**src/rtl/rasi_pkg.sv**
```systemverilog
// Shared constants, payload types and helper functions of the ray and segment intersection unit.
`timescale 1ns / 1ps

package rasi_pkg;

    localparam int COORD_BITS = 16;
    localparam int DW         = COORD_BITS + 1;
    localparam int PW         = 2 * DW;
    localparam int NW         = PW + 1;
    localparam int QW         = COORD_BITS + 1;
    localparam int HW         = NW - QW;
    localparam int IN_W       = ((8 * COORD_BITS + 7) / 8) * 8;
    localparam int OUT_W      = ((2 * DW + 7) / 8) * 8;

    typedef logic signed [COORD_BITS-1:0] coord_t;
    typedef logic signed [DW-1:0]         dcoord_t;
    typedef logic signed [PW-1:0]         prod_t;
    typedef logic signed [NW-1:0]         num_t;

    typedef struct packed {
        logic   hit;
        logic   use_div;
        logic   div_y;
        coord_t fx;
        coord_t fy;
    } meta_t;

    typedef struct packed {
        meta_t   meta;
        logic    coll;
        logic    share_ok;
        logic    inr_ok;
        dcoord_t e1;
        dcoord_t f;
        dcoord_t g;
        dcoord_t h1;
        dcoord_t e2;
        dcoord_t h2;
        dcoord_t den;
        dcoord_t da;
        dcoord_t db;
        coord_t  b1;
    } front_t;

    typedef struct packed {
        meta_t   meta;
        logic    coll;
        logic    share_ok;
        logic    inr_ok;
        prod_t   p1;
        prod_t   p2;
        prod_t   p3;
        prod_t   p4;
        prod_t   pb;
        prod_t   pn;
        dcoord_t den;
    } mult_t;

    typedef struct packed {
        meta_t   meta;
        num_t    num;
        dcoord_t den;
    } sum_t;

    typedef struct packed {
        meta_t          meta;
        logic           neg;
        logic           den_zero;
        logic           ovf;
        logic [DW-1:0]  rem;
        logic [DW-1:0]  dmag;
        logic [QW-1:0]  low;
        logic [QW-1:0]  q;
    } div_t;

    function automatic logic in_range(coord_t v, coord_t a, coord_t b);
        return ((a <= v) && (v <= b)) || ((b <= v) && (v <= a));
    endfunction

    function automatic logic share_point(coord_t a1, coord_t a2, coord_t b1, coord_t b2);
        return in_range(a1, b1, b2) || in_range(a2, b1, b2) ||
               in_range(b1, a1, a2) || in_range(b2, a1, a2);
    endfunction

endpackage

```
**src/rtl/rasi_divider.sv**
```systemverilog
// Pipelined restoring divider of magnitudes, one quotient bit per stage.
`timescale 1ns / 1ps

module rasi_divider
(
    input  logic           clk,
    input  logic           rst_n,
    input  logic           in_valid,
    output logic           in_ready,
    input  rasi_pkg::div_t in_data,
    output logic           out_valid,
    input  logic           out_ready,
    output rasi_pkg::div_t out_data
);
    import rasi_pkg::*;

    div_t          stg_reg [QW];
    logic [QW-1:0] valid_reg;
    logic [QW-1:0] en;

    function automatic div_t div_step(div_t s);
        logic [DW:0] t;
        logic [DW:0] d;
        logic        ge;
        div_t        r;
        t  = {s.rem, s.low[QW-1]};
        ge = (t >= {1'b0, s.dmag});
        d  = t - {1'b0, s.dmag};
        r      = s;
        r.rem  = ge ? d[DW-1:0] : t[DW-1:0];
        r.low  = {s.low[QW-2:0], 1'b0};
        r.q    = {s.q[QW-2:0], ge};
        return r;
    endfunction

    always_comb
    begin
        en[QW-1] = !valid_reg[QW-1] || out_ready;
        for (int i = QW - 2; i >= 0; i--)
            en[i] = !valid_reg[i] || en[i+1];
    end

    assign in_ready  = en[0];
    assign out_valid = valid_reg[QW-1];
    assign out_data  = stg_reg[QW-1];

    always_ff @(posedge clk or negedge rst_n)
    begin
        if (!rst_n)
            valid_reg <= '0;
        else
        begin
            if (en[0])
                valid_reg[0] <= in_valid;
            for (int i = 1; i < QW; i++)
                if (en[i])
                    valid_reg[i] <= valid_reg[i-1];
        end
    end

    always_ff @(posedge clk)
    begin
        if (en[0] && in_valid)
            stg_reg[0] <= div_step(in_data);
        for (int i = 1; i < QW; i++)
            if (en[i] && valid_reg[i-1])
                stg_reg[i] <= div_step(stg_reg[i-1]);
    end

endmodule

```
**config.mk**
```make
export PLATFORM = sky130hd
export DESIGN_NAME = rasi_divider
export DESIGN_NICKNAME = d
export VERILOG_FILES = /design/src/rtl/rasi_pkg.sv /design/src/rtl/rasi_divider.sv
export SDC_FILE = /design/constraint.sdc
export NUM_CORES = 2
export LEC_CHECK = 0
export BUFFER_PORTS_ARGS = -buffer_cell sky130_fd_sc_hd__buf_4
export CAP_MARGIN = 5
export CORE_ASPECT_RATIO = 1.1
export CORE_UTILIZATION = 50
export CTS_CLUSTER_SIZE = 14
export DETAILED_ROUTE_END_ITERATION = 7
export MAX_ROUTING_LAYER = met4
export PLACE_DENSITY = 0.76
export SYNTH_ARGS = -nofsm -noshare
export SYNTH_HDL_FRONTEND = slang
export SYNTH_SLANG_ARGS = --single-unit
export TNS_END_PERCENT = 1
```
**constraint.sdc**
```tcl
create_clock -name clk -period 6.8 [get_ports clk]
set_input_delay 0.34 -clock clk [delete_from_list [all_inputs] [get_ports clk]]
set_output_delay 0.34 -clock clk [all_outputs]
set_load 0.02 [all_outputs]
```
Word level (Yosys, flattened, before mapping)
Memory sizes are Yosys's and may differ from the RTL's.
Cells that the tools add are included.
{"block": "word_totals", "ff_bits": 17, "elab_cells": 154, "output_inout_bits": 108, "mem_bits_rw": 1785, "mem_count": 1, "in_bits": 110}
{"name": "stg_reg", "words": 17, "word_bits": 105, "read_ports": 17, "rd_ports_with_merged_regs": 0, "wr": 17, "line_no": "rasi_divider.sv:17", "source": "div_t stg_reg [QW];"}
{"block": "op_classes", "muxes": 51, "n_addsub": 17, "n_reduce_logical": 51, "magnitude_cmp": 17}
{"operator": "$ge A18 B17 Y1", "count": 17}
{"operator": "$mux W17", "count": 17}
{"operator": "$sub A17 B17 Y17", "count": 17}
{"operator": "$mux W1", "count": 34}
{"operator": "$logic_and A1 B1 Y1", "count": 17}
{"operator": "$logic_not A1 Y1", "count": 17}
{"operator": "$logic_or A1 B1 Y1", "count": 17}

Longest topological paths before layout
{"block": "depth", "word_depth": 21, "ltp_mapped": 13, "mapped_depth_nobuf": 11}

Worst setup path after synthesis
Ideal clock, no wire load.
{"block": "synth_path", "path_kind": "register -> register", "startpoint": "reg valid_reg[16]", "endpoint": "mem stg_reg[0][420] (netlist name) (enable)", "path_stages_with_launch": 6, "period_less_slack_ns": 6.005, "setup_slack_ns": 0.795, "t_required_ns": 6.234, "n_path_buf": 0, "setup_time_ns": 0.566, "t_arrival_ns": 5.439, "cell_sequence": "dfrtp_1 > and4b_1 > and3_1 > nand2_1 > nor4_1 > a21oi_1"}
{"item": "start: declaration", "line_no": "rasi_divider.sv:18", "source": "logic [QW-1:0] valid_reg;"}
{"item": "start signal: indexed assignment", "line_no": "rasi_divider.sv:57", "source": "valid_reg[i] <= valid_reg[i-1];"}
{"item": "end: declaration", "line_no": "rasi_divider.sv:17"}

Worst setup path in the final report
{"block": "layout_path", "startpoint": "reg valid_reg[16]", "endpoint": "out in_ready"}
{"block": "layout_via", "elab_chain_cells": 18}
{"item": "$logic_not A1 Y1", "line_no": "rasi_divider.sv:38", "source": "en[QW-1] = !valid_reg[QW-1] || out_ready;"}
{"item": "$logic_or A1 B1 Y1", "line_no": "rasi_divider.sv:38"}
{"item": "$logic_or A1 B1 Y1 (16 in a row)", "line_no": "rasi_divider.sv:40", "source": "en[i] = !valid_reg[i] || en[i+1];"}
{"item": "end: declaration", "line_no": "rasi_divider.sv:9", "source": "output logic in_ready,"}
Every way passes these cells.

==> metrics <==
outcome=finished, final reports clean; power share of the sequential group=0.433; vias in the first global route=about 33000; fmax=around 230 MHz; switching share of power=0.308; startpoint types=register; reg-to-reg critical path startpoint=valid_reg[16]; switching power=10.2 mW; fin nets=about 5000; maximum net fanout on the critical path=5; Least-Margin Pin Slew=1180 ps; peak supply drop=0.262 mV; pre-CTS WS=2600 ps; min-delay src=in_data[67]; clk_lat worst skew=780 ps; most common cell after layout, fill and taps aside=edfxtp_1; Synth cell types=95; Seq cells post-synth=between 1500 and 2000; Synth top area share=0.703; internal power=22.8 mW; Layout area overhead=13.2%; setup ws final=2410 ps; Worst Skew=27.6 ps; drt drc=0; final period utilization=0.646; max cap viols=0; max-slew violation count=0; combinational cell fraction of total power=0.324; ANT nets after route=0; Detailed Routing Iterations Pass 1=7; RePlAce Congestion=between 0.8 and 0.9; root buffer cell=clkbuf_16; final hold vios=0; crit path kind=register to primary output; GRT Overall Usage=0.166; DR vias=32420; drt wl/cell=16.5 um; total CTS buffers=151; WL final=104000 um; Critical Path Source=valid_reg[16]; die extent in x=345 um; PwrDens=451 nW/um^2; Mean Syn Cell Area=~15 um^2; RR Endpoint=stg_reg[0][20]; setup_tns=0 ps; total core area=around 130000 um^2; required time of the critical path=about 6500 ps; Placed Area=67400 um^2; post-synthesis instance total=4179; RSZ-0062 raised after global routing=no; Arr. time, crit path=4050 ps; total clock sinks=1530; IO Port Bufs=around 180; Starting Density=0.507; Initial DRC Count=1770; power share of the clock group=0.243; Mapped Area=64600 um^2; Hold Crit Class=input pin to register; Longest Clk Path Bufs=3; ys async rst share=0.0111; clk slew on worst S/H paths=60 ps; Avg Vias per Cell=5.15; Final min period=4390 ps; Reg2Reg Setup Slack=roughly 2500 ps; Synth warnings=0; Synth Flop Type=edfxtp_1; Leak=27.8 nW; total gr overflow=0; most frequent cells in the layout=edfxtp_1, inv_1, ha_1, buf_4, a21oi_1; share of cells above drive strength 1=0.142; sequential fraction of the synthesis area=0.710; io pins=around 220; largest net degree at the start of global routing=82; Critical Path Sink=in_ready; H-Tree Depth=4; Post-synth EDFFs=between 1500 and 2000; Die ar.=131000 um^2; largest cells by area after synthesis=edfxtp_1, ha_1, mux2_2; Worst Setup End Kind=primary output; worst-case reg-to-reg path depth=9; Die Y=roughly 380 um; Final HPWL DP=a little over 70000 um; Largest register FFs=1513; Slew headroom=0.203; biggest area consumer among synthesized cells=edfxtp_1; Post-Layout Inst Area=around 73000 um^2; final setup fails=0; initial antenna violation count=4; first-pass GRT wire length=167000 um; row cnt=137; CTS tree=yes
## metal layers
layer,track usage,share of wire
met5,-,0
met4,0.0716,0.036
met3,0.0307,0.035
met2,0.302,0.54
met1,0.175,0.39
## critical path, stage by stage, from the launching register on
cell	delay, ps
dfrtp_1	400
and4b_1	330
and3_1	340
nand2_1	190
nor4_1	1020
nand2_1	160
nor2_1	330
nand4_1	260
buf_4	230
## cell usage after synthesis, types with 23 or more instances
cell type and n:
edfxtp_1 1513, inv_1 399, ha_1 289, a21oi_1 205, nor2_1 198, nand2_1 157, mux2_2 148, xnor2_1 135
o21ai_0 134, buf_4 114, xor2_1 82, a21o_1 67, nor3_1 56, nand3_1 51, nor2b_1 45, nand2b_1 43
o21a_1 35, nand4_1 31, mux2i_1 29, o21bai_1 28, or2_2 27, a31oi_1 23
## cell families after synthesis
group,synth area share
DFF,0.710
and+or+nand+nor,0.0537
AOI/OAI and AO/OA,0.0710
buffers and inverters,0.0389
adders and majority gates,0.0612
xor gates and xnor gates,0.0294
muxes,0.0359
other,0.0000580
## through the flow
step            util  hold slack (ps)  std cells  power, mW
2_1_floorplan      -             44.4       4195       22.9
3_3_place_gp   0.529              206       5928       24.8
3_5_place_dp   0.529              217       5928       25.1
4_1_cts        0.573             78.8       6289       33.3
5_1_grt        0.573              108       6290       35.0
6_report       0.573              139       6290       33.0
## how the worst min path moves through the flow
stage                                 to  slack (ps)  cells past startpoint
after floorplan             valid_reg[0]          40                      0
after global placement      valid_reg[5]         210                      1
after detailed placement    valid_reg[5]         220                      1
after CTS                 stg_reg[0][66]          80                      4
after global routing      stg_reg[0][66]         110                      4
final                     stg_reg[0][66]         140                      4
## cell type report
class,instances,area (um^2)
Antenna cell,1,2.50
Clock buffer,187,3940
Clock inverter,83,872
Fill cell,9596,54400
Inverter,399,1500
Multi-Input combinational cell,2122,16400
Sequential cell,1530,45900
Tap cell,1668,2090
Timing Repair Buffer,300,2480
## power by group through the flow
stage               registers, mW  clock network [mW]  logic [mW]
finish                       14.3                8.03        10.7
global route                 14.5                8.61        11.9
CTS                          14.3                8.25        10.8
detailed placement           14.5                   0        10.6
global placement             14.4                   0        10.4
floorplan                    14.2                   0        8.72
## what timing repair did
| action | 4_1_cts | 5_1_grt |
|---|---|---|
| gates resized for setup | 0 | 0 |
| endpoints found under the hold margin | 107 | 0 |
| hold buffers | 91 | 0 |
| setup buffers | 0 | 0 |
(Power assumes the default switching activity.)
