**src/rtl/rasi_pkg.sv**
```systemverilog
// Shared constants, payload types and helper functions of the ray and segment intersection unit.
`timescale 1ns / 1ps

package rasi_pkg;

    localparam int COORD_BITS = 16;
    localparam int DW         = COORD_BITS + 1;
    localparam int PW         = 2 * DW;
    localparam int NW         = PW + 1;
    localparam int QW         = COORD_BITS + 1;
    localparam int HW         = NW - QW;
    localparam int IN_W       = ((8 * COORD_BITS + 7) / 8) * 8;
    localparam int OUT_W      = ((2 * DW + 7) / 8) * 8;

    typedef logic signed [COORD_BITS-1:0] coord_t;
    typedef logic signed [DW-1:0]         dcoord_t;
    typedef logic signed [PW-1:0]         prod_t;
    typedef logic signed [NW-1:0]         num_t;

    typedef struct packed {
        logic   hit;
        logic   use_div;
        logic   div_y;
        coord_t fx;
        coord_t fy;
    } meta_t;

    typedef struct packed {
        meta_t   meta;
        logic    coll;
        logic    share_ok;
        logic    inr_ok;
        dcoord_t e1;
        dcoord_t f;
        dcoord_t g;
        dcoord_t h1;
        dcoord_t e2;
        dcoord_t h2;
        dcoord_t den;
        dcoord_t da;
        dcoord_t db;
        coord_t  b1;
    } front_t;

    typedef struct packed {
        meta_t   meta;
        logic    coll;
        logic    share_ok;
        logic    inr_ok;
        prod_t   p1;
        prod_t   p2;
        prod_t   p3;
        prod_t   p4;
        prod_t   pb;
        prod_t   pn;
        dcoord_t den;
    } mult_t;

    typedef struct packed {
        meta_t   meta;
        num_t    num;
        dcoord_t den;
    } sum_t;

    typedef struct packed {
        meta_t          meta;
        logic           neg;
        logic           den_zero;
        logic           ovf;
        logic [DW-1:0]  rem;
        logic [DW-1:0]  dmag;
        logic [QW-1:0]  low;
        logic [QW-1:0]  q;
    } div_t;

    function automatic logic in_range(coord_t v, coord_t a, coord_t b);
        return ((a <= v) && (v <= b)) || ((b <= v) && (v <= a));
    endfunction

    function automatic logic share_point(coord_t a1, coord_t a2, coord_t b1, coord_t b2);
        return in_range(a1, b1, b2) || in_range(a2, b1, b2) ||
               in_range(b1, a1, a2) || in_range(b2, a1, a2);
    endfunction

endpackage

```
**src/rtl/rasi_front.sv**
```systemverilog
// First pipeline stage: unpacks a beat, takes the comparisons and forms all operand differences.
`timescale 1ns / 1ps

module rasi_front
(
    input  logic                      clk,
    input  logic                      rst_n,
    input  logic                      in_valid,
    output logic                      in_ready,
    input  logic [rasi_pkg::IN_W-1:0] in_data,
    input  logic                      in_vertical,
    output logic                      out_valid,
    input  logic                      out_ready,
    output rasi_pkg::front_t          out_data
);
    import rasi_pkg::*;

    coord_t  ox1, oy1, ox2, oy2, rx1, ry1, rx2, ry2;
    coord_t  line, a1, b1, a2, b2;
    logic    pc, noshare;
    coord_t  common_c;
    front_t  stage_next;
    front_t  stage_reg;
    logic    valid_reg;

    assign ox1 = coord_t'(in_data[0*COORD_BITS +: COORD_BITS]);
    assign oy1 = coord_t'(in_data[1*COORD_BITS +: COORD_BITS]);
    assign ox2 = coord_t'(in_data[2*COORD_BITS +: COORD_BITS]);
    assign oy2 = coord_t'(in_data[3*COORD_BITS +: COORD_BITS]);
    assign rx1 = coord_t'(in_data[4*COORD_BITS +: COORD_BITS]);
    assign ry1 = coord_t'(in_data[5*COORD_BITS +: COORD_BITS]);
    assign rx2 = coord_t'(in_data[6*COORD_BITS +: COORD_BITS]);
    assign ry2 = coord_t'(in_data[7*COORD_BITS +: COORD_BITS]);

    always_comb
    begin
        stage_next = '0;
        // The hit test follows the obstacle geometry, not the type flag.
        if (ox1 == ox2)
        begin
            stage_next.coll     = (rx1 == rx2) && (rx1 == ox1);
            stage_next.share_ok = share_point(oy1, oy2, ry1, ry2);
            stage_next.inr_ok   = in_range(ox1, rx1, rx2);
        end
        else
        begin
            stage_next.coll     = (ry1 == ry2) && (ry1 == oy1);
            stage_next.share_ok = share_point(ox1, ox2, rx1, rx2);
            stage_next.inr_ok   = in_range(oy1, ry1, ry2);
        end

        // The point calculation follows the type flag.
        if (in_vertical)
        begin
            pc       = (ox1 == rx1) && (ox2 == rx2);
            noshare  = !((oy1 == ry1) || (oy2 == ry1) || (oy2 == ry2));
            common_c = ((oy1 == ry1) || (oy1 == ry2)) ? oy1 : oy2;
            line = ox1;
            a1   = rx1;
            b1   = ry1;
            a2   = rx2;
            b2   = ry2;
            stage_next.meta.div_y = 1'b1;
            if (!pc)
            begin
                stage_next.meta.fx = ox1;
                stage_next.meta.fy = rx1;
            end
            else if (noshare)
            begin
                stage_next.meta.fx = ox1;
                stage_next.meta.fy = ry1;
            end
            else
            begin
                stage_next.meta.fx = rx1;
                stage_next.meta.fy = common_c;
            end
        end
        else
        begin
            pc       = (oy1 == ry1) && (oy2 == ry2);
            noshare  = !((ox1 == rx1) || (ox2 == rx1) || (ox2 == rx2));
            common_c = ((ox1 == rx1) || (ox1 == rx2)) ? ox1 : ox2;
            line = oy1;
            a1   = ry1;
            b1   = rx1;
            a2   = ry2;
            b2   = rx2;
            stage_next.meta.div_y = 1'b0;
            if (!pc)
            begin
                stage_next.meta.fx = rx1;
                stage_next.meta.fy = oy1;
            end
            else if (noshare)
            begin
                stage_next.meta.fx = rx1;
                stage_next.meta.fy = oy1;
            end
            else
            begin
                stage_next.meta.fx = common_c;
                stage_next.meta.fy = ry1;
            end
        end
        stage_next.meta.use_div = !pc;
        stage_next.meta.hit     = 1'b0;

        stage_next.e1  = dcoord_t'(ox1) - dcoord_t'(rx2);
        stage_next.f   = dcoord_t'(ry1) - dcoord_t'(ry2);
        stage_next.g   = dcoord_t'(rx1) - dcoord_t'(rx2);
        stage_next.h1  = dcoord_t'(oy1) - dcoord_t'(ry2);
        stage_next.e2  = dcoord_t'(ox2) - dcoord_t'(rx2);
        stage_next.h2  = dcoord_t'(oy2) - dcoord_t'(ry2);
        stage_next.den = dcoord_t'(a2) - dcoord_t'(a1);
        stage_next.da  = dcoord_t'(line) - dcoord_t'(a1);
        stage_next.db  = dcoord_t'(b2) - dcoord_t'(b1);
        stage_next.b1  = b1;
    end

    assign in_ready  = !valid_reg || out_ready;
    assign out_valid = valid_reg;
    assign out_data  = stage_reg;

    always_ff @(posedge clk or negedge rst_n)
    begin
        if (!rst_n)
            valid_reg <= 1'b0;
        else if (in_ready)
            valid_reg <= in_valid;
    end

    always_ff @(posedge clk)
    begin
        if (in_ready && in_valid)
            stage_reg <= stage_next;
    end

endmodule

```
**config.mk**
```make
export PLATFORM = sky130hd
export DESIGN_NAME = rasi_front
export DESIGN_NICKNAME = d
export VERILOG_FILES = /design/src/rtl/rasi_pkg.sv /design/src/rtl/rasi_front.sv
export SDC_FILE = /design/constraint.sdc
export NUM_CORES = 1
export LEC_CHECK = 0
export BUFFER_PORTS_ARGS = -buffer_cell sky130_fd_sc_hd__buf_2
export CAP_MARGIN = 20
export CORE_ASPECT_RATIO = 2
export CORE_MARGIN = 2
export CORE_UTILIZATION = 50
export DETAILED_ROUTE_END_ITERATION = 12
export GPL_TIMING_DRIVEN = 0
export PLACE_DENSITY_LB_ADDON = 0.15
export SKIP_LAST_GASP = 1
export SLEW_MARGIN = 30
export SYNTH_ARGS = -nofsm -noshare
export SYNTH_HDL_FRONTEND = slang
export SYNTH_SLANG_ARGS = --single-unit
```
**constraint.sdc**
```tcl
create_clock -name clk -period 7.12 [get_ports clk]
set_clock_uncertainty 0.1 [all_clocks]
set_input_delay 1.068 -clock clk [delete_from_list [all_inputs] [get_ports clk]]
set_output_delay 1.068 -clock clk [all_outputs]
set_load 0.01 [all_outputs]
```
### Word level (Yosys, flattened, before mapping)

Index checks and enable logic that the tools add are counted.

* register bits after elaboration: 207
* input bits: 133
* output and inout port bits: 209
* logic and storage cells: 114

* $add $sub $neg: 9
* order comparisons: 16
* equal/unequal tests: 13
* multiplexer cells: 14
* reduce and logical (&&, ||, !) cells: 44

Operators by type and width (number)
* less-or-equal comparator 16 bit: 16
* equality test 16 bit: 13
* subtractor 16 x 16 -> 17 bit: 9
* 2-to-1 mux 32 bit: 4
* 2-to-1 mux 16 bit: 7
* 2-to-1 mux 33 bit: 1
* logical AND 1 bit: 21
* logical OR 1 bit: 21
* 2-to-1 mux 3 bit: 1
* zero test 1 bit: 2
* 2-to-1 mux 1 bit: 1

### Longest topological paths before layout

* depth in word-level cells: 7
* mapped depth: 16
* depth with buffers taken out: 14

### Least setup slack after synthesis

OpenSTA, ideal clock, no wires.

* path type: input to register
* start point: input port out_ready
* end point: register stage_reg (netlist bit out_data[0]), enable pin
* setup time: 0.593 ns
* arrival: 5.983 ns
* required time: 6.427 ns
* setup slack: 0.445 ns
* cell stages on the path: 2
* path buffers: 0
* path through: nand2b_1 and2_1

* word-level cells in the longest chain between the ends: 2

RTL lines
* start: declaration: RTL line rasi_front.sv:13 `input logic out_ready,`
* logical OR 1 bit: RTL line rasi_front.sv:122 `assign in_ready = !valid_reg || out_ready;`
* logical AND 1 bit: RTL line rasi_front.sv:136 `if (in_ready && in_valid)`
* end signal: assignment: RTL line rasi_front.sv:137 `stage_reg <= stage_next;`
* end: declaration: RTL line rasi_front.sv:23 `front_t stage_reg;`

Every way passes these cells.
A chain may end at the register's enable or synchronous reset.

==> results.sh <==
export IMPL_worstPathCellList="buf_2 -> clkbuf_1 -> buf_1 -> clkbuf_1 -> o21ai_0 -> ha_1 -> fa_1 -> nor2b_1 -> o21ai_0 -> a21boi_0 -> o21ai_0 -> a211o_1 -> o21ai_0 -> nor2_1 -> nor3_1 -> xor2_1"
export IMPL_ir_drop_v=0.0001838
export IMPL_crit_fanout=10
export IMPL_root_buffer="clkbuf_16"
export IMPL_synth_seq_area_share=0.3736
export IMPL_core_area_mm2=0.03281
export IMPL_cts_num_sinks=207
export IMPL_drc=0
export IMPL_synth_edff_count=206
export IMPL_ctsHoldBuffers=0
export IMPL_r2r_end="out_data[139]"
export IMPL_cts_resized=0
export IMPL_grt_pass1_wl_um=89020
export IMPL_syn_nets=2095
export IMPL_cts_tree="yes"
export IMPL_die_w_um=132.9
export IMPL_critPathBufInv=4
export IMPL_hold_viol=0
export IMPL_num_rows=94
export IMPL_place_congestion=1.020
export IMPL_wl_per_cell_um=24.38
export IMPL_syn_avg_cell_area_um2=9.548
export IMPL_power_density_mw_per_mm2=204.7
export IMPL_worstPathArrival_ns=6.15
export IMPL_num_vias=15150
export IMPL_dp_hpwl_um=52160
export IMPL_slowest_stage="clkbuf_1"
export IMPL_ys_types=78
export IMPL_ant_nets=0
export IMPL_grt_pass1_vias=15485
export IMPL_dieArea_mm2=0.03481
export IMPL_fmax_mhz=166.5
export IMPL_timing_slew_headroom=0.3497
export IMPL_ioPinCount=342
export IMPL_numCtsBuffers=20
export IMPL_p_total_mw=4.026
export IMPL_syn2layout_area_growth_pct=18.33
export IMPL_clock_latency_ns=0.52
export IMPL_cap_violations=0
export IMPL_ff2ff_path_depth=4
export IMPL_start_util=0.5066
export IMPL_drive_above_1_share=0.2005
export IMPL_wl_um=62350
export IMPL_leakage_nw=8.998
export IMPL_grt_ovfl_total=0
export IMPL_ys_warn_count=0
export IMPL_cp_required_ns=7.27
export IMPL_crit_path_max_incr_delay_ns=0.65
export IMPL_dr_pass1_iters=5
export IMPL_htreeDepth=1
export IMPL_port_buffers=340
export IMPL_rsz0062_at_grt="false"
export IMPL_worst_pin_slew_ns=0.9697
export IMPL_cts_path_max_buffers=3
export IMPL_synth_ff_type="edfxtp_1"
export IMPL_worst_setup_path_end_kind="flop"
export IMPL_setup_viol=0
export IMPL_synth_common_cells="212 x ha_1, 206 x edfxtp_1, 166 x nand2_1, 150 x inv_1, 132 x nor2_1"
export IMPL_grt_start_max_net_pins=55
export IMPL_slew_violations=0
export IMPL_postCtsSetupRepairBufs=0
export IMPL_yosys_cell_count_top_type="ha_1"
export IMPL_clk_pin_slew_ns=0.06
export IMPL_path_delay_family="buffers and inverters"
export IMPL_synth_top_area_frac=0.3721
export IMPL_yosysTopAreaCell="edfxtp_1"
export IMPL_ys_ff_latch=207
export IMPL_cp_start_kind="input port"
export IMPL_viasPerCell=5.925
export IMPL_fin_area_mm2=0.01967
export IMPL_die_h_um=261.9
export IMPL_status="finished, final reports clean"
export IMPL_synthTopCellsByArea="edfxtp_1 37%, ha_1 16%, xnor2_1 4.2%, nand2_1 3.7%, o21ai_0 3.6%"
export IMPL_worstSetupPathType="input port to flop"
export IMPL_async_flop_share=0.004831
export IMPL_grtUsageTotal=0.3477
export IMPL_fin_crit_sh=0.8434
export IMPL_hold_path_class="input port to asynchronous set/reset pin"
export IMPL_syn_area_mm2=0.01662
export IMPL_finalNetCount=2461
export IMPL_reg2reg_slack_ns=5.23
export IMPL_fin_crit_ns=6.005
export IMPL_fin_util=0.5994
export IMPL_place_area_mm2=0.01897
export IMPL_r2r_start="out_valid"
export IMPL_antenna_found_initial=6
export IMPL_path_common_cell="o21ai_0"
export IMPL_syn_instance_count=1741
export IMPL_dr_first_iter_drc_count=882
[layer usage]
metal,up-vias,global-route usage,part of all wire
li1,7086,-,-
met1,7190,0.3140,0.31
met2,649,0.6851,0.55
met3,223,0.03202,0.047
met4,2,0.2924,0.094
met5,-,0,0.00016
[cells in the final DEF, fill, tap and decap left out, types with 18 or more instances in the layout]
master	netlist	final
o21ai_0	119	119
xnor2_1	79	79
a211oi_1	18	18
a21o_1	46	46
nand3_1	19	19
edfxtp_1	206	206
clkbuf_16	0	21
nor2b_1	40	40
buf_2	4	344
nor2_1	132	132
nor3_1	29	29
nand4_1	25	25
mux2i_1	19	19
a21boi_0	28	28
a21oi_1	117	117
ha_1	212	212
inv_1	150	150
xor2_1	50	50
clkbuf_1	23	27
o21a_1	23	23
nand2_1	166	166
a311oi_1	19	19
nand2b_1	25	25
[cell families after synthesis]
group,synth area share
adders and majority gates,0.1704
DFF,0.3736
buffers and inverters,0.04411
muxes,0.02296
AOI/OAI and AO/OA,0.1782
xor gates and xnor gates,0.06797
and+or+nand+nor,0.1426
other,0.0002256
[power breakdown]
group	total [mW]	leakage, nW	internal, mW	switching (mW)
registers	1.58	1.97	1.53	0.0408
logic	1.32	6.70	0.510	0.811
clock network	1.13	0.328	0.652	0.477
[worst max path at each step]
stage / start / end / slack, ns / depth (start not counted)
after floorplan: out_ready / out_data[0] / 0.44 / 2
after global placement: out_ready / out_data[107] / -1.36 / 3
after detailed placement: in_vertical / out_data[64] / 0.68 / 16
after CTS: in_vertical / out_data[64] / 1.21 / 16
after global routing: in_vertical / out_data[64] / 0.95 / 16
final: in_vertical / out_data[64] / 1.11 / 16
[flip-flops by register name (all words and copies together) (netlist names)]
| register | flops |
|---|---|
| out_valid | 1 |
| out_data | 206 |
[layout make-up]
| class | instances | area, µm² |
|---|---|---|
| inverters | 150 | 563.0 |
| clock inverters | 6 | 80.08 |
| multi-input cells | 1348 | 9693 |
| plain buffers | 36 | 170.2 |
| well taps | 432 | 540.5 |
| clock buffers | 29 | 595.6 |
| flip-flops and latches | 207 | 6211 |
| diodes | 5 | 12.51 |
| fillers | 2928 | 13140 |
| repair buffers | 344 | 1804 |
[stage by stage]
step	std cells	worst slack [ns]	hold WS [ns]	setup TNS [ns]
4_1_cts	2552	1.214	0.1966	0
3_5_place_dp	2517	0.6818	0.4296	0
3_3_place_gp	2513	-1.358	0.3963	-276.02
2_1_floorplan	1741	0.4448	0.5221	0
6_report	2557	1.115	0.2086	0
5_1_grt	2557	0.9501	0.2029	0
No activity file was read; power rests on OpenSTA's default activity.
