<file path="config.mk">
export PLATFORM = sky130hd
export DESIGN_NAME = rasi_resolve
export DESIGN_NICKNAME = d
export VERILOG_FILES = /design/src/rtl/rasi_pkg.sv /design/src/rtl/rasi_resolve.sv
export SDC_FILE = /design/constraint.sdc
export NUM_CORES = 1
export LEC_CHECK = 0
export BUFFER_PORTS_ARGS = -buffer_cell sky130_fd_sc_hd__buf_4
export CORE_ASPECT_RATIO = 0.6
export CORE_MARGIN = 8
export CORE_UTILIZATION = 48
export CTS_BUF_LIST = sky130_fd_sc_hd__clkbuf_16
export CTS_CLUSTER_DIAMETER = 50
export DETAILED_ROUTE_END_ITERATION = 16
export PLACE_DENSITY = 0.84
export SETUP_SLACK_MARGIN = 0.1
export SLEW_MARGIN = 5
export SYNTH_ARGS = -nofsm -noshare
export SYNTH_HDL_FRONTEND = slang
export SYNTH_SLANG_ARGS = --single-unit
</file>
<file path="constraint.sdc">
create_clock -name clk -period 3.8 [get_ports clk]
set_input_delay 0.57 -clock clk [delete_from_list [all_inputs] [get_ports clk]]
set_output_delay 0.57 -clock clk [all_outputs]
set_load 0.01 [all_outputs]
</file>
<file path="src/rtl/rasi_pkg.sv">
// Shared constants, payload types and helper functions of the ray and segment intersection unit.
`timescale 1ns / 1ps

package rasi_pkg;

    localparam int COORD_BITS = 16;
    localparam int DW         = COORD_BITS + 1;
    localparam int PW         = 2 * DW;
    localparam int NW         = PW + 1;
    localparam int QW         = COORD_BITS + 1;
    localparam int HW         = NW - QW;
    localparam int IN_W       = ((8 * COORD_BITS + 7) / 8) * 8;
    localparam int OUT_W      = ((2 * DW + 7) / 8) * 8;

    typedef logic signed [COORD_BITS-1:0] coord_t;
    typedef logic signed [DW-1:0]         dcoord_t;
    typedef logic signed [PW-1:0]         prod_t;
    typedef logic signed [NW-1:0]         num_t;

    typedef struct packed {
        logic   hit;
        logic   use_div;
        logic   div_y;
        coord_t fx;
        coord_t fy;
    } meta_t;

    typedef struct packed {
        meta_t   meta;
        logic    coll;
        logic    share_ok;
        logic    inr_ok;
        dcoord_t e1;
        dcoord_t f;
        dcoord_t g;
        dcoord_t h1;
        dcoord_t e2;
        dcoord_t h2;
        dcoord_t den;
        dcoord_t da;
        dcoord_t db;
        coord_t  b1;
    } front_t;

    typedef struct packed {
        meta_t   meta;
        logic    coll;
        logic    share_ok;
        logic    inr_ok;
        prod_t   p1;
        prod_t   p2;
        prod_t   p3;
        prod_t   p4;
        prod_t   pb;
        prod_t   pn;
        dcoord_t den;
    } mult_t;

    typedef struct packed {
        meta_t   meta;
        num_t    num;
        dcoord_t den;
    } sum_t;

    typedef struct packed {
        meta_t          meta;
        logic           neg;
        logic           den_zero;
        logic           ovf;
        logic [DW-1:0]  rem;
        logic [DW-1:0]  dmag;
        logic [QW-1:0]  low;
        logic [QW-1:0]  q;
    } div_t;

    function automatic logic in_range(coord_t v, coord_t a, coord_t b);
        return ((a <= v) && (v <= b)) || ((b <= v) && (v <= a));
    endfunction

    function automatic logic share_point(coord_t a1, coord_t a2, coord_t b1, coord_t b2);
        return in_range(a1, b1, b2) || in_range(a2, b1, b2) ||
               in_range(b1, a1, a2) || in_range(b2, a1, a2);
    endfunction

endpackage

</file>
<file path="src/rtl/rasi_resolve.sv">
// Third and fourth pipeline stages: hit decision, numerator, and divider operand set-up.
`timescale 1ns / 1ps

module rasi_resolve
(
    input  logic            clk,
    input  logic            rst_n,
    input  logic            in_valid,
    output logic            in_ready,
    input  rasi_pkg::mult_t in_data,
    output logic            out_valid,
    input  logic            out_ready,
    output rasi_pkg::div_t  out_data
);
    import rasi_pkg::*;

    num_t          c1, c2;
    logic          same_side;
    sum_t          sum_next;
    sum_t          sum_reg;
    logic          sum_valid_reg;
    logic          sum_ready;
    logic [NW-1:0] nmag;
    logic [HW-1:0] high;
    div_t          div_next;
    div_t          div_reg;
    logic          div_valid_reg;

    always_comb
    begin
        c1 = num_t'(in_data.p1) - num_t'(in_data.p2);
        c2 = num_t'(in_data.p3) - num_t'(in_data.p4);
        // A zero cross product counts as crossing.
        same_side = (c1 != '0) && (c2 != '0) && (c1[NW-1] == c2[NW-1]);
        sum_next.meta     = in_data.meta;
        sum_next.meta.hit = in_data.coll ? in_data.share_ok : (in_data.inr_ok && !same_side);
        sum_next.num      = num_t'(in_data.pb) + num_t'(in_data.pn);
        sum_next.den      = in_data.den;
    end

    always_comb
    begin
        nmag = sum_reg.num[NW-1] ? NW'(-sum_reg.num) : NW'(sum_reg.num);
        high = nmag[NW-1:QW];
        div_next.meta     = sum_reg.meta;
        div_next.neg      = sum_reg.num[NW-1] ^ sum_reg.den[DW-1];
        div_next.den_zero = (sum_reg.den == '0);
        div_next.dmag     = sum_reg.den[DW-1] ? DW'(-sum_reg.den) : DW'(sum_reg.den);
        // The quotient would need more bits than the output keeps: saturate later.
        div_next.ovf      = (high >= HW'(div_next.dmag));
        div_next.rem      = high[DW-1:0];
        div_next.low      = nmag[QW-1:0];
        div_next.q        = '0;
    end

    assign sum_ready = !div_valid_reg || out_ready;
    assign in_ready  = !sum_valid_reg || sum_ready;
    assign out_valid = div_valid_reg;
    assign out_data  = div_reg;

    always_ff @(posedge clk or negedge rst_n)
    begin
        if (!rst_n)
        begin
            sum_valid_reg <= 1'b0;
            div_valid_reg <= 1'b0;
        end
        else
        begin
            if (in_ready)
                sum_valid_reg <= in_valid;
            if (sum_ready)
                div_valid_reg <= sum_valid_reg;
        end
    end

    always_ff @(posedge clk)
    begin
        if (in_ready && in_valid)
            sum_reg <= sum_next;
        if (sum_ready && sum_valid_reg)
            div_reg <= div_next;
    end

endmodule

</file>
# Word-level counts from Yosys, hierarchy flattened
# Cells that the tools add are included.
dict set report word_totals {
  ff_bits 178
  in_bits 263
  out_inout_bits 108
  word_cells 44
}
dict set report classes {
  add_sub_neg 5
  order_cmp 1
  n_eq_ne 1
  n_mux 3
  bitwise_logic 1
  reduce_logical 13
}
# op count
set op_table {}
lappend op_table {{35-bit nonzero test} 2}
lappend op_table {{34-bit by 34-bit subtractor with 35-bit output} 2}
lappend op_table {{34-bit by 34-bit adder with 35-bit output} 1}
lappend op_table {{35-bit two-way mux} 1}
lappend op_table {{35-bit negator} 1}
lappend op_table {{18-bit by 17-bit >= comparator with 1-bit output} 1}
lappend op_table {{17-bit logical NOT} 1}
lappend op_table {{17-bit two-way mux} 1}
lappend op_table {{17-bit negator} 1}
lappend op_table {{1-bit logical AND} 5}
lappend op_table {{1-bit logical NOT} 3}
lappend op_table {{1-bit logical OR} 2}
lappend op_table {{1-bit == test} 1}
lappend op_table {{1-bit two-way mux} 1}
lappend op_table {{1-bit XOR} 1}

# Logic depth before layout (Yosys ltp)
# Gate-level depths: netlist of run 1.
dict set report depth {
  ltp_word 7
  depth_mapped 19
  depth_no_buf 19
}

# Least setup slack after synthesis of run 1
# OpenSTA, ideal clock, no wires.
dict set report synth_path {
  path_kind {register to register}
  startpoint {register sum_reg[30] in the netlist's numbering}
  endpoint {register div_reg (netlist bit out_data[68]), data pin}
  setup_time_ns 0.259
  arrival_ns 3.821
  required_time_ns 3.541
  path_slack_ns -0.280
  path_stages_with_launch 18
  n_path_buf 0
  synth_period_minus_slack_ns 4.080
  path_cell_list {edfxtp_1 or4_1 or4_1 o31a_1 xor2_1 inv_1 ha_1 nand2b_1 a21o_1 a21o_1 a21o_1 a21o_1 a21o_1 a21o_1 a21o_1 a211oi_1 o21a_1 nor3_1}
}
# element line_no
set synth_lines {}
lappend synth_lines {{start, declared} rasi_resolve.sv:20} ;# sum_t sum_reg;
lappend synth_lines {{start signal, assigned} rasi_resolve.sv:80} ;# sum_reg <= sum_next;
lappend synth_lines {{end signal, assigned} rasi_resolve.sv:82} ;# div_reg <= div_next;
lappend synth_lines {{end, declared} rasi_resolve.sv:26} ;# div_t div_reg;

==> reports/summary.txt, run 1 <==
CRITICAL PATH
---------------------------------------------------------------------------------
CP Launch Point                                                       sum_reg[19]
FF-to-FF End                                                         out_data[68]
Register-to-Register Setup Slack                                         -0.38 ns
Worst reg-to-reg path cell count                                               15
Nature of the critical path startpoint                                   register
Critical Path Fanout Max                                                        4
Data required time of the critical path                                   3.98 ns
Reg-to-reg startpoint                                                 sum_reg[19]
Critical path capture point type                                         register
Category of the most critical setup path                             register to register
Worst EP arrival                                                          4.37 ns

ROUTE
---------------------------------------------------------------------------------
Starting DRC count in detailed routing                                       1229
DR vias/cell                                                                 5.63
Average routed wire per standard cell                                     19.9 um
Drt pass-1 iters                                                                7
Vias post-DR                                                                12100
DR DRC count                                                                    0
Final Routed Wirelength                                                  42900 um
Number of nets still failing antenna checks after routing                       0

SYNTH
---------------------------------------------------------------------------------
Synthesized area per cell                                                9.93 um2
Count of different cell masters after synthesis                                81
#FFs+latches synth                                                            178
Biggest area consumer among synthesized cells                            edfxtp_1
Part of the Yosys area used for sequential elements                         42.0%
Ys Warns                                                                        0
Area share of the largest cell type after synthesis                         41.6%
Async SR Flop Fraction                                                      1.12%
Most area-consuming cells after synthesis                            edfxtp_1 (42%), ha_1 (12%), xnor2_1 (5.7%)
Number of synthesized flops with an enable pin                                176
Cell area after synthesis                                               12700 um2
Commonest cells in the netlist                                       edfxtp_1 (176), inv_1 (127), ha_1 (121)
Post-synth top flop                                                      edfxtp_1
Cell with the most instances after synthesis                             edfxtp_1
Synthesized instance count                                                   1280

DIE
---------------------------------------------------------------------------------
Io pins                                                                       371
Die Wd                                                                     226 um
Standard-cell row count                                                        46
Die area                                                                32100 um2
Core area                                                               26200 um2
Initial core utilization                                                    48.4%
Die Span Y                                                                 142 um

PWR
---------------------------------------------------------------------------------
Reg power frac                                                              39.5%
Largest voltage drop on the vdd net                                      0.328 mV
Pleak                                                                     7.92 nW
P_sw                                                                      2.08 mW
Switching power share of the total                                          32.3%
Power density over the cells                                           367 nW/um2
Internal Pwr Total                                                        4.36 mW
Clk network pwr share                                                       26.8%
Fraction of power consumed by combinational cells                           33.8%

PLACED DESIGN
---------------------------------------------------------------------------------
Routability-driven placement congestion ratio                               0.988
Placed insts                                                                 2110
Count of buffers inserted at the top-level ports                              352
Detailed Place HPWL                                                      33700 um
Dpl cell area                                                           16800 um2

TIMING
---------------------------------------------------------------------------------
Worst Skew                                                              0.0164 ns
Max Fclk                                                                0.239 GHz
Number of endpoints failing setup at the final stage                            1
Post-route setup slack                                                  -0.385 ns
Final Max Slew Viols                                                            0
Setup repair after global routing missed its margin                          true
Actual transition at the worst max-transition pin                        0.676 ns
Final hold violation count                                                      0
Slew Limit Headroom                                                         54.9%
Post-route clock period utilization                                          110%
Final min period                                                          4.18 ns

OUTCOME
---------------------------------------------------------------------------------
Violations in the final reports                                      setup timing
Run status                                                           finished with violations

CELLS AND AREA
---------------------------------------------------------------------------------
Layout cells sized above 1                                                  32.4%
Final design instance area without fill                                 17600 um2
NumNets Final                                                                2163
Largest register FFs                                                           89
End-of-flow core utilization                                                66.9%
Final std cells w/o fill                                                     2154
Post-synthesis to final-layout area growth                                  38.1%

GLOBAL ROUTE
---------------------------------------------------------------------------------
Vias in the first global route                                              12100
GR Overflow Total                                                               0
Total Routing Usage GR                                                      25.6%
First-pass GRT wire length                                               65700 um
Largest net degree at the start of global routing                              90
Antenna violations before repair                                                3

CLOCK TREE
---------------------------------------------------------------------------------
Clk buf depth                                                                   2
Number of H-tree levels                                                         4
Source-to-sink clock delay at the later pin of the worst-skew pair        0.44 ns
Clock transition at path regs                                             0.08 ns
Clock net sink count                                                          178
Buffer cell driving the clock tree root                                 clkbuf_16
Clock tree from TritonCTS                                                   built
Number of buffers added by the clock tree synthesis step                       17

WORST HOLD PATH
---------------------------------------------------------------------------------
Min-Delay Path Depth                                                            1
Hold wc startpoint                                                   in_data[241]
Hold Path End                                                        div_next[88]
Hold crit path type                                                  primary input to register

FLOW RUN
---------------------------------------------------------------------------------
Count of maximum capacitance violations                                         0

-- cells by family (layout without fill, tap and decap cells) --
family / Yosys count / count (layout) / share of synthesized area (%)
AND/OR/NAND/NOR: 355 / 355 / 14.4
AO/OA/AOI/OAI: 343 / 343 / 18.1
flip-flops: 178 / 178 / 42.0
buffers and inverters: 167 / 662 / 5.46
adder cells (fa/ha/maj): 122 / 122 / 12.1
XOR/XNOR: 105 / 105 / 7.24
multiplexers: 9 / 9 / 0.709
other: 1 / 20 / 0.0295
-- layout by cell type (no fill, tap or decap), types with 26 or more instances in the layout --
cell type / netlist / routed
xnor2_1: 82 / 80
nor2_1: 71 / 70
edfxtp_1: 176 / 176
nand3_1: 26 / 26
nor3_1: 31 / 30
a21oi_1: 88 / 85
o21ai_0: 60 / 58
a21o_1: 30 / 30
ha_1: 121 / 121
buf_4: 17 / 501
inv_1: 127 / 127
nand2_1: 88 / 88
-- timing repair --
action / 4_1_cts / 5_1_grt
endpoints found under the setup margin: 1 / 2
endpoints found under the hold margin: 2 / 0
pin swaps: 7 / 6
cloned: 0 / 0
hold buffers: 1 / 0
buffers inserted: 5 / 3
resized for setup: 5 / 19
-- per-stage QoR --
step	setup TNS [ns]	hold slack, ns	total power, mW	worst slack, ns
after floorplan	-0.0224	0.274	3.73	-0.0224
after global placement	-0.402	0.354	4.55	-0.253
after detailed placement	-0.572	0.355	4.63	-0.317
after CTS	-0.293	0.290	6.39	-0.293
after global routing	-0.530	0.285	6.75	-0.530
final	-0.385	0.305	6.44	-0.385
-- per-layer routing --
layer  GRT usage [%]  routed length, um  up-vias
li1                -                  -     5713
met1            31.5              17100     5717
met2            44.0              20800      617
met3            5.64               3700       85
met4            8.80               1300        0
met5               0                  0        -
-- power by group through the flow --
stage          clock network [mW]  logic, mW  registers, mW
6_report                     1.73       2.18           2.54
5_1_grt                      1.83       2.36           2.56
4_1_cts                      1.75       2.11           2.53
3_5_place_dp                    0       2.06           2.57
3_3_place_gp                    0       2.00           2.55
2_1_floorplan                   0       1.12           2.61
-- area by class of cell --
class	instances	area [um2]
multi-input cells	951	6900
clock inverters	15	166
inverters	127	477
clock buffers	17	425
diodes	3	7.51
fillers	1973	8690
flip-flops and latches	178	5340
well taps	360	450
repair buffers	503	3790
-- worst max-delay path, stage by stage, from the launching register on --
cell,delay [ns]
edfxtp_1,0.44
nor2_2,0.14
nor4b_4,0.26
nand2_1,0.13
or2_4,0.26
or3_4,0.39
buf_4,0.15
or2_1,0.26
or3_4,0.42
o31ai_2,0.23
xnor2_1,0.14
ha_1,0.22
or3_1,0.45
nor3_2,0.23
o21a_1,0.15
nor3_1,0.04
-- worst max-delay path by stage --
stage | slack [ns] | to
2_1_floorplan | -0.02 | out_data[68]
3_3_place_gp | -0.25 | div_next[105]
3_5_place_dp | -0.32 | out_data[68]
4_1_cts | -0.29 | out_data[68]
5_1_grt | -0.53 | out_data[68]
6_report | -0.38 | out_data[68]
No activity file was read; power rests on OpenSTA's default activity.
==> run 2: changes to the inputs <==
Settings changed: BUFFER_PORTS_ARGS -buffer_cell sky130_fd_sc_hd__buf_4 to -buffer_cell sky130_fd_sc_hd__buf_2.
==> run 2 against run 1 <==
The run still ends with setup timing left. Global-route usage is 1.4 points lower. Clock skew is 0.0031 ns lower. Sequential share of layout area is 1.3 points higher. Non-clock buffer count is 18 higher. Via count hardly changed. Register-to-register slack better by 0.11 ns. Cell area is 4.2% lower.
==> reports/summary.txt, run 2 (synthesis results as in run 1) <==
OUTCOME
---------------------------------------------------------------------------------
Run status                                                           finished with violations
Violations in the final reports                                      setup timing

CELLS AND AREA
---------------------------------------------------------------------------------
Most common cell after layout, fill and taps aside                          buf_2
Final design instance area without fill                                 16800 um2   -4.2%
Layout cells sized above 1                                                  33.1%   +0.67 points
Post-synthesis to final-layout area growth                                  32.2%
Largest register FFs                                                           89   unchanged
Commonest non-fill, non-tap cells in the layout                      buf_2 (352), edfxtp_1 (176), buf_4 (168)
Number of fill cells                                                         2082   +5.5%
NumNets Final                                                                2181   +0.83%

FLOW RUN
---------------------------------------------------------------------------------
Count of maximum capacitance violations                                         0   unchanged

CLOCK TREE
---------------------------------------------------------------------------------
Source-to-sink clock delay at the later pin of the worst-skew pair        0.44 ns   about the same
Number of buffers added by the clock tree synthesis step                       17   unchanged
Clock tree from TritonCTS                                                   built
Clk buf depth                                                                   2   unchanged
Buffer cell driving the clock tree root                                 clkbuf_16
Clock net sink count                                                          178   unchanged
Clock transition at path regs                                             0.07 ns   about the same
Number of H-tree levels                                                         4   unchanged

TIMING
---------------------------------------------------------------------------------
Fin Hold WS                                                              0.301 ns   -0.00431 ns
Final Max Slew Viols                                                            0   unchanged
Post-route setup slack                                                  -0.277 ns   +0.108 ns
Setup repair after global routing missed its margin                          true
Worst Skew                                                              0.0134 ns   -0.00308 ns
Post-route clock period utilization                                          107%   -2.8 points
Max Fclk                                                                0.245 GHz   +2.6%
Actual transition at the worst max-transition pin                        0.657 ns   -0.0193 ns
Number of endpoints failing setup at the final stage                            1   unchanged
Final min period                                                          4.08 ns   -0.108 ns
Slew Limit Headroom                                                         56.1%   +1.2 points
Final hold violation count                                                      0   unchanged

CRITICAL PATH
---------------------------------------------------------------------------------
Data required time of the critical path                                   3.99 ns   about the same
Reg-to-reg startpoint                                                 sum_reg[20]
Category of the most critical setup path                             register to register
Worst EP arrival                                                          4.27 ns   -0.10 ns
Critical Path Fanout Max                                                        3   -1
CP Launch Point                                                       sum_reg[20]
Nature of the critical path startpoint                                   register
Worst reg-to-reg path cell count                                               18   +3
Critical path capture point type                                         register
End of the critical path                                             out_data[68]
FF-to-FF End                                                         out_data[68]
Register-to-Register Setup Slack                                         -0.28 ns   +0.11 ns

WORST HOLD PATH
---------------------------------------------------------------------------------
Hold crit path type                                                  primary input to register

PWR
---------------------------------------------------------------------------------
Reg power frac                                                              40.2%   +0.7 points
Clk network pwr share                                                       27.4%   +0.6 points
Fraction of power consumed by combinational cells                           32.4%   -1.4 points
Largest voltage drop on the vdd net                                      0.367 mV   +12%
Power density over the cells                                           374 nW/um2   +1.9%
Overall power of the completed layout                                     6.29 mW   -2.4%
Pleak                                                                     7.68 nW   -3.1%
Internal Pwr Total                                                        4.24 mW   -2.9%
P_sw                                                                      2.05 mW   -1.4%
Switching power share of the total                                          32.6%   +0.34 points

GLOBAL ROUTE
---------------------------------------------------------------------------------
Vias in the first global route                                              12000   -0.73%
Antenna violations before repair                                               11   +8
Largest net degree at the start of global routing                              38   -58%
GR Overflow Total                                                               0   unchanged
Total Routing Usage GR                                                      24.2%   -1.4 points
First-pass GRT wire length                                               62200 um   -5.3%

ROUTE
---------------------------------------------------------------------------------
Final Routed Wirelength                                                  41000 um   -4.4%
Average routed wire per standard cell                                     18.8 um   -5.5%
Drt pass-1 iters                                                                5   -2
Vias post-DR                                                                12100   -0.058%
Starting DRC count in detailed routing                                       1111   -9.6%
DR DRC count                                                                    0   unchanged
DR vias/cell                                                                 5.56   -1.3%
Number of nets still failing antenna checks after routing                       0   unchanged

DIE
---------------------------------------------------------------------------------
Io pins                                                                       371   unchanged
Standard-cell row count                                                        46   unchanged
Die area                                                                32100 um2   unchanged
Initial core utilization                                                    48.4%   unchanged
Core area                                                               26200 um2   unchanged
Die Wd                                                                     226 um   unchanged
Die Span Y                                                                 142 um   unchanged

PLACED DESIGN
---------------------------------------------------------------------------------
Detailed Place HPWL                                                      33300 um   -1.3%
Routability-driven placement congestion ratio                               0.970   -1.8%
Count of buffers inserted at the top-level ports                              352   unchanged
Dpl cell area                                                           16000 um2   -4.3%
Minimum setup slack after placement                                     -0.325 ns   -0.00796 ns

## run 2: worst min path at each step
stage / end / start / cells past startpoint
after floorplan: out_valid / rst_n / 0
after global placement: out_valid / rst_n / 1
after detailed placement: sum_valid_reg / rst_n / 1
after CTS: div_next[98] / in_data[251] / 1
after global routing: div_next[95] / in_data[248] / 1
final: div_next[85] / in_data[238] / 1
## run 2: what timing repair did
| action | 4_1_cts | 5_1_grt |
|---|---|---|
| setup buffers | 2 | 1 |
| pin swaps | 2 | 9 |
| setup endpoints to repair | 1 | 2 |
| gates cloned | 0 | 0 |
| hold buffers | 1 | 0 |
| resized for setup | 2 | 20 |
| hold endpoints to repair | 2 | 0 |
## run 2: worst max-delay path, cell delays in order (launching register included)
cell	delay, ns
edfxtp_1	0.41
nor2_2	0.16
nor4b_4	0.23
nand2_1	0.12
or2_1	0.26
or3_4	0.38
o41ai_2	0.26
xnor2_1	0.22
ha_1	0.30
a21o_1	0.18
a21o_1	0.15
a21o_1	0.16
a21o_1	0.16
a21o_1	0.15
a21o_1	0.14
a21o_1	0.15
a211oi_2	0.19
o21a_1	0.14
nor3_1	0.05
## run 2: metrics by stage
step	util [%]	std cells	TNS, ns
after floorplan	-	1296	-0.0224
after global placement	61.1	2133	-0.398
after detailed placement	61.1	2133	-0.602
after CTS	63.5	2168	-0.307
after global routing	64.0	2180	-0.478
final	64.0	2181	-0.277
## run 2: power by group through the flow
stage / combinational (mW) / clock (mW) / sequential, mW
CTS: 1.98 / 1.74 / 2.53
finish: 2.03 / 1.72 / 2.53
floorplan: 1.12 / 0 / 2.61
global route: 2.21 / 1.83 / 2.55
detailed placement: 1.95 / 0 / 2.56
global placement: 1.89 / 0 / 2.55
## run 2: metal layers
metal / wire (um) / GRT usage (%) / vias up / part of all wire (%)
met3: 3670 / 5.66 / 89 / 8.9
met5: 0 / 0 / - / 0
met2: 19300 / 40.2 / 651 / 47
met4: 1440 / 10.8 / 0 / 3.5
met1: 16700 / 29.8 / 5616 / 41
li1: - / - / 5769 / -
## run 2: cell type report
| cell class | count | area (um2) | share of cell area, % |
|---|---|---|---|
| Multi-Input combinational cell | 951 | 6890 | 41.0 |
| Sequential cell | 178 | 5340 | 31.7 |
| Timing Repair Buffer | 521 | 3030 | 18.0 |
| Inverter | 127 | 477 | 2.84 |
| Tap cell | 360 | 450 | 2.68 |
| Clock buffer | 17 | 425 | 2.53 |
| Clock inverter | 15 | 170 | 1.01 |
| Antenna cell | 12 | 30.0 | 0.179 |
==> run 3: changes to the inputs <==
Settings changed: CORE_ASPECT_RATIO 0.6 to default, CORE_UTILIZATION 48 to 25, PLACE_DENSITY 0.84 to 0.52.
==> run 3 against run 2 <==
The run still ends with setup timing left. First-iteration DRC count is 49% lower. Largest cell class unchanged. Non-clock buffer count is 56 higher. Critical path type unchanged. Critical endpoint unchanged. Flip-flop and latch count stayed put.
==> reports/summary.txt, run 3 (synthesis results as in run 1) <==
OUTCOME
---------------------------------------------------------------------------------
Run status                                                           finished with violations
Violations in the final reports                                      setup timing

PWR
---------------------------------------------------------------------------------
Power density over the cells                                           356 nW/um2   -4.7%
Internal Pwr Total                                                        4.34 mW   +2.5%
Largest voltage drop on the vdd net                                      0.300 mV   -18%
Pleak                                                                     7.95 nW   +3.6%
Fraction of power consumed by combinational cells                           33.7%   +1.3 points
Overall power of the completed layout                                     6.29 mW   +0.11%
Switching power share of the total                                          31.0%   -1.6 points
P_sw                                                                      1.95 mW   -4.9%
Reg power frac                                                              39.9%   -0.3 points
Clk network pwr share                                                       26.4%   -1.0 points

DIE
---------------------------------------------------------------------------------
Die Span Y                                                                 241 um   +70%
Die Wd                                                                     241 um   +6.8%
Die area                                                                58300 um2   +82%
Core area                                                               50200 um2   +91%
Initial core utilization                                                    25.3%   -23 points
Io pins                                                                       371   unchanged
Standard-cell row count                                                        82   +78%

ROUTE
---------------------------------------------------------------------------------
Average routed wire per standard cell                                     16.7 um   -12%
Final Routed Wirelength                                                  42300 um   +3.2%
Number of nets still failing antenna checks after routing                       0   unchanged
DR DRC count                                                                    0   unchanged
Starting DRC count in detailed routing                                        570   -49%
DR vias/cell                                                                 4.59   -18%
Vias post-DR                                                                11700   -3.8%
Drt pass-1 iters                                                                5   unchanged

TIMING
---------------------------------------------------------------------------------
Total negative setup slack                                              -0.167 ns   +0.110 ns
Setup repair after global routing missed its margin                          true
Post-route setup slack                                                  -0.167 ns   +0.110 ns
Post-route clock period utilization                                          104%   -2.9 points
Actual transition at the worst max-transition pin                        0.579 ns   -0.0781 ns
Final min period                                                          3.97 ns   -0.110 ns
Fin Hold WS                                                              0.303 ns   +0.00166 ns
Final Max Slew Viols                                                            0   unchanged
Final hold violation count                                                      0   unchanged
Number of endpoints failing setup at the final stage                            1   unchanged
Max Fclk                                                                0.252 GHz   +2.8%
Slew Limit Headroom                                                         60.9%   +4.8 points
Worst Skew                                                             0.00817 ns   -0.00519 ns

GLOBAL ROUTE
---------------------------------------------------------------------------------
Total Routing Usage GR                                                      13.9%   -10 points
Antenna violations before repair                                               11   unchanged
First-pass GRT wire length                                               64200 um   +3.2%
Largest net degree at the start of global routing                              88   +130%
Vias in the first global route                                              12100   +0.042%
GR Overflow Total                                                               0   unchanged

PLACED DESIGN
---------------------------------------------------------------------------------
Count of buffers inserted at the top-level ports                              352   unchanged
Placed insts                                                                 2502   +17%
Detailed Place HPWL                                                      36500 um   +9.7%
Dpl cell area                                                           16900 um2   +5.3%
Minimum setup slack after placement                                     -0.523 ns   -0.198 ns
Routability-driven placement congestion ratio                               0.895   -7.8%

FLOW RUN
---------------------------------------------------------------------------------
Count of maximum capacitance violations                                         0   unchanged

CRITICAL PATH
---------------------------------------------------------------------------------
Worst path buffer plus inverter count                                           1   +1
Data required time of the critical path                                   3.99 ns   about the same
Category of the most critical setup path                             register to register
Worst EP arrival                                                          4.15 ns   -0.12 ns
Critical Path Fanout Max                                                        4   +1
CP peak stage delay                                                       0.41 ns   about the same
Cell class contributing the biggest share of worst-path delay        simple AND/OR/NAND/NOR gates
Slowest cell on the critical path                                           or3_4
Nature of the critical path startpoint                                   register
Critical path capture point type                                         register
Series of cell instances along the critical path                     nor2_2 -> nor4b_4 -> nand2_1 -> or2_1 -> or3_1 -> buf_4 -> or2_1 -> or3_4 -> o21ai_1 -> xnor2_1 -> ha_1 -> a21o_1 -> a21oi_1 -> o21ai_2 -> nor3_1 -> o21a_1 -> nor3_1

CLOCK TREE
---------------------------------------------------------------------------------
Number of buffers added by the clock tree synthesis step                       17   unchanged
Clock transition at path regs                                             0.07 ns   about the same
Clk buf depth                                                                   2   unchanged
Source-to-sink clock delay at the later pin of the worst-skew pair        0.44 ns   about the same
Clock net sink count                                                          178   unchanged
Number of H-tree levels                                                         4   unchanged
Clock tree from TritonCTS                                                   built
Buffer cell driving the clock tree root                                 clkbuf_16

CELLS AND AREA
---------------------------------------------------------------------------------
Layout cells sized above 1                                                  35.1%   +2.1 points
Final design instance area without fill                                 17700 um2   +5.1%
End-of-flow core utilization                                                35.2%   -29 points
Largest register FFs                                                           89   unchanged
NumNets Final                                                                2237   +2.6%
Commonest non-fill, non-tap cells in the layout                      buf_2 (352), buf_4 (222), edfxtp_1 (176)
Final std cells w/o fill                                                     2543   +17%
Post-synthesis to final-layout area growth                                  38.9%
Most common cell after layout, fill and taps aside                          buf_2

WORST HOLD PATH
---------------------------------------------------------------------------------
Hold crit path type                                                  primary input to register

## run 3: worst paths after layout
check	startpoint	to	slack [ns]	cells after the start
max in group asynchronous	rst_n	out_valid	3.25	2
min in group asynchronous	rst_n	sum_valid_reg	0.45	2
worst min-delay path	in_data[230]	div_next[77]	0.30	1
worst min register to register	div_next[103]	out_data[103]	0.42	0
worst max-delay path	sum_reg[19]	out_data[68]	-0.17	17
worst max register to register	sum_reg[19]	out_data[68]	-0.17	17
## run 3: routing by layer
layer  part of all wire (%)  GRT usage, %  up-vias
met5                   0.15             0        -
met4                    1.1          3.12       10
met3                    7.4          3.32       36
met2                     49          25.1      327
met1                     42          16.7     5412
li1                       -             -     5877
## run 3: layout make-up
type | instances | area (um2)
diodes | 6 | 15.0
clock buffers | 17 | 425
clock inverters | 15 | 133
fillers | 5133 | 32500
inverters | 127 | 477
multi-input cells | 951 | 6960
flip-flops and latches | 178 | 5340
well taps | 672 | 841
repair buffers | 577 | 3480
## run 3: power groups by stage
stage | clock network (mW) | registers (mW) | logic, mW
finish | 1.66 | 2.51 | 2.12
global route | 1.80 | 2.53 | 2.35
CTS | 1.72 | 2.51 | 2.12
detailed placement | 0 | 2.56 | 2.10
global placement | 0 | 2.55 | 2.09
floorplan | 0 | 2.61 | 1.12
## run 3: repair_timing
item | 4_1_cts | 5_1_grt
endpoints found under the setup margin | 2 | 3
hold buffers | 1 | 0
hold endpoints to repair | 2 | 0
gates resized for setup | 8 | 22
buffers inserted | 1 | 1
pin swaps | 12 | 5
